[src/rtl/beat_tracking_dp_forward_top_assert.svh]
// Assertion macros shared by the beat tracker RTL.
`ifndef BEAT_TRACKING_DP_FORWARD_TOP_ASSERT_SVH
`define BEAT_TRACKING_DP_FORWARD_TOP_ASSERT_SVH

// Same-cycle implication, disabled while reset is asserted.
`define BTDP_ASSERT_NOW(label, clk, rst_n, ante, cons, msg) \
    label: assert property (@(posedge clk) disable iff (!rst_n) (ante) |-> (cons)) \
        else $error(msg);

// Next-cycle implication, disabled while reset is asserted.
`define BTDP_ASSERT_NEXT(label, clk, rst_n, ante, cons, msg) \
    label: assert property (@(posedge clk) disable iff (!rst_n) (ante) |=> (cons)) \
        else $error(msg);

`endif

[src/rtl/btdp_pkg.sv]
// Package: widths, register codes, log2 table and shared types for the beat tracker.
package btdp_pkg;

    // Period limit and history ring geometry
    localparam int MAX_FPB    = 128;
    localparam int HIST_DEPTH = 2 * MAX_FPB;
    localparam int HIST_AW    = $clog2(HIST_DEPTH);
    localparam int LAG_W      = $clog2(HIST_DEPTH + 1);

    // Field widths
    localparam int FPB_W     = 8;
    localparam int TIGHT_W   = 16;
    localparam int IN_W      = 24;
    localparam int CUM_W     = 40;
    localparam int CFG_IDX_W = 2;
    localparam int CFG_W     = 24;

    // Fixed-point widths of the penalty datapath
    localparam int FRAC_W = 24;
    localparam int LOG_W  = FRAC_W + $clog2(HIST_AW + 1);
    localparam int S_W    = 2 * LOG_W - FRAC_W;
    localparam int PEN_W  = S_W + TIGHT_W - 20;
    localparam int CAND_W = ((CUM_W > PEN_W) ? CUM_W : PEN_W) + 1;
    localparam int SUM_W  = CAND_W + 1;

    localparam logic [FRAC_W-1:0] LN2_Q24 = 24'd11629080;

    // Configuration register indexes
    localparam logic [CFG_IDX_W-1:0] CFG_FPB    = 2'd0;
    localparam logic [CFG_IDX_W-1:0] CFG_TIGHT  = 2'd1;
    localparam logic [CFG_IDX_W-1:0] CFG_THRESH = 2'd2;

    // Register reset values
    localparam logic [FPB_W-1:0]   FPB_RST    = 8'd43;
    localparam logic [TIGHT_W-1:0] TIGHT_RST  = 16'd25600;
    localparam logic [IN_W-1:0]    THRESH_RST = 24'd0;
    localparam logic [FPB_W-1:0]   FPB_MIN    = 8'd2;

    // log2(x) in Q.24: repeated squaring of a Q1.30 mantissa, truncating
    function automatic logic [LOG_W-1:0] f_log2_q24(input int unsigned x);
        int unsigned       e;
        longint unsigned   m;
        logic [FRAC_W-1:0] frac;
        e    = 0;
        frac = '0;
        for (int b = 0; b < 31; b++) begin
            if ((x >> (b + 1)) != 0) begin
                e = unsigned'(b + 1);
            end
        end
        m = 64'(x) << (30 - e);
        for (int k = 0; k < FRAC_W; k++) begin
            m    = (m * m) >> 30;
            frac = {frac[FRAC_W-2:0], 1'b0};
            if (m >= (64'd1 << 31)) begin
                frac[0] = 1'b1;
                m       = m >> 1;
            end
        end
        return {e[LOG_W-FRAC_W-1:0], frac};
    endfunction

    // Entry i holds log2(i + 1)
    typedef logic [LOG_W-1:0] t_log_tbl [HIST_DEPTH];

    function automatic t_log_tbl f_build_log_tbl();
        t_log_tbl tbl;
        for (int i = 0; i < HIST_DEPTH; i++) begin
            tbl[i] = f_log2_q24(unsigned'(i + 1));
        end
        return tbl;
    endfunction

    localparam t_log_tbl LOG2_TBL = f_build_log_tbl();

    // One candidate lag entering the penalty pipeline
    typedef struct packed {
        logic             vld;
        logic [LAG_W-1:0] lag;
        logic [LOG_W-1:0] log_gap;
    } t_cand_req;

    // Scored candidate leaving the penalty pipeline
    typedef struct packed {
        logic                     vld;
        logic [LAG_W-1:0]         lag;
        logic signed [CAND_W-1:0] score;
    } t_cand;

endpackage

[src/rtl/btdp_penalty.sv]
// Four-stage pipeline: log-lag penalty of one candidate and its penalized score.
module btdp_penalty (
    input  logic                              i_clk,
    input  logic                              i_rst_n,
    input  btdp_pkg::t_cand_req               i_req,
    input  logic signed [btdp_pkg::CUM_W-1:0] i_hist,
    input  logic [btdp_pkg::TIGHT_W-1:0]      i_tightness,
    output btdp_pkg::t_cand                   o_cand,
    output logic                              o_busy
);
    import btdp_pkg::*;

    localparam int PA_W = LOG_W + FRAC_W;
    localparam int PS_W = 2 * LOG_W;
    localparam int PT_W = S_W + TIGHT_W;

    logic [PA_W-1:0] w_prod_a;
    logic [PS_W-1:0] w_prod_s;
    logic [PT_W-1:0] w_prod_t;

    // stage A: natural-log distance, stage B: square, stage C: weight, stage D: score
    logic                    r_a_vld, r_b_vld, r_c_vld, r_d_vld;
    logic [LAG_W-1:0]        r_a_lag, r_b_lag, r_c_lag, r_d_lag;
    logic signed [CUM_W-1:0] r_a_hist, r_b_hist, r_c_hist;
    logic [LOG_W-1:0]        r_a;
    logic [S_W-1:0]          r_s;
    logic [PEN_W-1:0]        r_pen;
    logic signed [CAND_W-1:0] r_score;

    // round-half-up products
    assign w_prod_a = PA_W'(i_req.log_gap) * PA_W'(LN2_Q24) + (PA_W'(1) << (FRAC_W - 1));
    assign w_prod_s = PS_W'(r_a) * PS_W'(r_a) + (PS_W'(1) << (FRAC_W - 1));
    assign w_prod_t = PT_W'(r_s) * PT_W'(i_tightness) + (PT_W'(1) << 19);

    always_ff @(posedge i_clk) begin
        if (!i_rst_n) begin
            r_a_vld <= 1'b0;
            r_b_vld <= 1'b0;
            r_c_vld <= 1'b0;
            r_d_vld <= 1'b0;
        end else begin
            r_a_vld <= i_req.vld;
            r_b_vld <= r_a_vld;
            r_c_vld <= r_b_vld;
            r_d_vld <= r_c_vld;
        end
    end

    // datapath registers, no reset
    always_ff @(posedge i_clk) begin
        r_a      <= w_prod_a[PA_W-1:FRAC_W];
        r_a_lag  <= i_req.lag;
        r_a_hist <= i_hist;

        r_s      <= w_prod_s[PS_W-1:FRAC_W];
        r_b_lag  <= r_a_lag;
        r_b_hist <= r_a_hist;

        r_pen    <= w_prod_t[PT_W-1:20];
        r_c_lag  <= r_b_lag;
        r_c_hist <= r_b_hist;

        r_score  <= $signed({{(CAND_W - CUM_W){r_c_hist[CUM_W-1]}}, r_c_hist})
                  - $signed({{(CAND_W - PEN_W){1'b0}}, r_pen});
        r_d_lag  <= r_c_lag;
    end

    assign o_cand.vld   = r_d_vld;
    assign o_cand.lag   = r_d_lag;
    assign o_cand.score = r_score;
    assign o_busy       = r_a_vld | r_b_vld | r_c_vld | r_d_vld;

endmodule

[config.mk]
export PLATFORM = sky130hd
export DESIGN_NAME = btdp_penalty
export DESIGN_NICKNAME = d
export VERILOG_FILES = /design/src/rtl/beat_tracking_dp_forward_top_assert.svh /design/src/rtl/btdp_pkg.sv /design/src/rtl/btdp_penalty.sv
export SDC_FILE = /design/constraint.sdc
export NUM_CORES = 2
export LEC_CHECK = 0
export ABC_AREA = 0
export BUFFER_PORTS_ARGS = -buffer_cell sky130_fd_sc_hd__clkbuf_2
export CAP_MARGIN = 0
export CORE_UTILIZATION = 50
export CTS_BUF_LIST = sky130_fd_sc_hd__clkbuf_4
export CTS_CLUSTER_SIZE = 14
export DETAILED_ROUTE_END_ITERATION = 8
export MAX_ROUTING_LAYER = met4
export PLACE_DENSITY = 0.69
export SYNTH_ARGS = -nofsm -noshare
export SYNTH_HDL_FRONTEND = slang
export SYNTH_SLANG_ARGS = --single-unit
[constraint.sdc]
create_clock -name i_clk -period 7.7 [get_ports i_clk]
set_input_delay 1.54 -clock i_clk [delete_from_list [all_inputs] [get_ports i_clk]]
set_output_delay 1.54 -clock i_clk [all_outputs]
set_load 0.02 [all_outputs]
==> results.yml <==
outcome:
  status: "complete, but fails checks"
  violations: "design-rule violations"
floorplanning:
  num_rows: 120
  die_y_um: 332
  core_area_mm2: 0.108
  fp.dieW_um: 332
  initial_utilization: 0.507
  io_pins: 148
  dieArea_mm2: 0.110
drt:
  wl_um: 124000
  dr.pass1.iters: 9
  postRouteAntennaNets: 0
  drc: 1
  num_vias: 38500
  wl_per_cell_um: 16.0
  drt-vias-per-instance: 4.99
  drt_iter0_drc: 1955
global_route:
  grt_max_degree: 29
  antenna_found_initial: 2
  grt-ovfl-total: 0
  grt_pass1_vias: 42400
  grt_pass1_wl_um: 209000
  track_usage: 0.241
logic_synthesis:
  synth.area.top_cells: "fa_1 44%, ha_1 15%, dfxtp_1 11%"
  yosysMostFrequentCell: "inv_1"
  postSynthAreaPerCell_um2: 9.66
  synthFlopType: "dfxtp_1"
  synth.distinct_cells: 76
  netlist_top_cells_count: "1506 x inv_1, 1203 x fa_1, 667 x ha_1"
  netlist_instances: 5636
  synth-seq-area-share: 0.106
  yosysWarnings: 0
  syn_nets: 7602
  ys_seq_elements: 289
  ys_async_sr_fraction: 0
  synth_top_area_cell: "fa_1"
  synth_edf_count: 0
  synth_top_area_frac: 0.442
  synth_area_mm2: 0.0545
timing:
  slew_viol_final: 0
  fmax_mhz: 131
  layout_min_cycle_time_ps: 7650
  setup_violations: 0
  setup_ws_ps: 46.8
  hold_slack_ps: 310
  fin_tns_setup_ps: 0
  rsz0062_at_grt: "true"
  fin_skew_ps: 156
  finalHoldViolations: 0
  fin_crit_sh: 0.994
  max_slew_margin: 0.482
  worstMarginPinSlew_ps: 768
placed_design:
  placed_area_mm2: 0.0608
  place_ws_ps: -921
  place_hpwl_um: 109000
  place_congestion: 0.905
  port_buffers: 147
min_path:
  hold_path_end: "r_c_hist[15]$_DFF_P_"
  hold_path_class: "reg -> reg"
  hold_start: "r_b_hist[15]$_DFF_P_"
  hold_path_depth: 0
cts:
  cts_inserted_buffers: 73
  clkLatencyLatePin_ps: 880
  clkSinkCount: 289
  clockRootBuffer: "clkbuf_4"
  clk_pin_slew_ps: 60
  cts_buffer_depth: 3
  cts_hold_buf: 0
  tritoncts: "yes"
  htree_levels: 3
worst_setup_path:
  rrSetupSlack_ps: 160
  cp.arrival_ps: 8330
  crit_fanout: 5
  cp_common_cell: "fa_1"
  critPathTopFamily: "adder cells"
  r2r-start: "r_a[9]$_DFF_P_"
  worstSetupStartpointType: "input port"
  rr_worst_depth: 26
  crit_path_end_kind: "register"
  cpMaxStageDelayCell: "fa_1"
  path_class: "in -> reg"
  r2r-end: "r_s[31]$_DFF_P_"
  cp_num_buf_inv: 9
  startpoint: "i_req[8]"
  cp.required_ps: 8380
  slowest_delay_ps: 540
layout:
  regArea_mm2: 0.00582
  drive_above_1_share: 0.148
  final_nets: 8221
  area_delta_synth_final_pct: 14.3
  fillers: 9315
  multi_input_area_mm2: 0.0428
  fin_area_mm2: 0.0623
flow_run:
  drv_cap: 0
stage by stage:
stage / instances / util
6_report: 7717 / 0.579
5_1_grt: 7717 / 0.579
4_1_cts: 7706 / 0.576
3_5_place_dp: 7572 / 0.566
3_3_place_gp: 7572 / 0.566
2_1_floorplan: 5636 / -
layout make-up:
type,count,share of cell area
Clock buffer,99,0.0119
Clock inverter,33,0.00386
Tap cell,1403,0.0282
Timing Repair Buffer,700,0.0832
Multi-Input combinational cell,3682,0.688
Inverter,1509,0.0913
Sequential cell,289,0.0934
Antenna cell,2,0.0000804
worst reg2reg max path, stage by stage (launching register included):
cell and delay [ps]:
dfxtp_2 380, buf_4 190, and2_1 180, fa_1 610, fa_1 470, fa_1 570
inv_1 60, fa_1 500, fa_1 510, fa_1 490, inv_1 50, fa_1 450
ha_1 300, ha_1 300, a21oi_2 170, buf_4 130, o21bai_1 70, a21oi_2 210
o21ai_2 90, a221o_1 360, a221o_1 470, nor2_2 150, o31ai_1 80, buf_4 160
a41o_1 270, a21oi_2 140, xnor2_1 120
routing by layer:
metal / wire length (um) / up-vias / global-route usage
met2: 63900 / 838 / 0.424
met3: 5190 / 158 / 0.0240
met1: 51900 / 19500 / 0.298
li1: - / 18000 / -
met4: 2800 / 0 / 0.0578
met5: 0 / - / -
worst max path at each step:
| stage | slack (ps) | to | cells after the start |
|---|---|---|---|
| global route | -160 | r_a[21]$_DFF_P_ | 28 |
| CTS | 10 | r_s[31]$_DFF_P_ | 26 |
| detailed placement | -920 | r_a[21]$_DFF_P_ | 28 |
| global placement | -820 | r_a[26]$_DFF_P_ | 27 |
| finish | 50 | r_a[21]$_DFF_P_ | 28 |
| floorplan | -400 | r_a[21]$_DFF_P_ | 26 |
what timing repair did:
| item | CTS | global route |
|---|---|---|
| pin swaps | 3 | 34 |
| buffers inserted | 2 | 9 |
| gates resized for setup | 21 | 98 |
| cloned | 0 | 0 |
| endpoints found under the setup margin | 18 | 32 |
registers in the layout, summed over array words and instances (netlist names):
name	flops
r_a	28
r_a_hist	40
r_a_lag	9
r_a_vld	1
r_b_hist	40
r_b_lag	9
r_b_vld	1
r_c_hist	40
r_c_lag	9
r_c_vld	1
r_d_lag	9
r_d_vld	1
r_pen	28
r_s	32
r_score	41
cells by family (layout without fill, tap and decap cells):
group	Yosys count	count (layout)	synth area share
muxes	5	5	0.000988
and+or+nand+nor	1260	1260	0.111
buffers and inverters	1665	2341	0.115
adders and majority gates	1870	1870	0.595
other	0	2	0
xor gates and xnor gates	159	159	0.0256
DFF	289	289	0.106
AOI/OAI and AO/OA	388	388	0.0464
layout by cell type, fill, tap and decap left out, drive strengths merged, types with 24 or more instances in the layout:
cell type	count
a21o	60
a21oi	118
and2	304
buf	555
clkbuf	244
clkinv	26
dfxtp	289
fa	1203
ha	667
inv	1505
nand2	643
nand3	26
nand4	24
nor2	111
nor3	40
o21ai	70
o21bai	27
xnor2	112
xor2	47
Power is left out: the tool's default activity adds up to more than one toggle a clock period on the data nets, which glitch-free logic cannot reach.
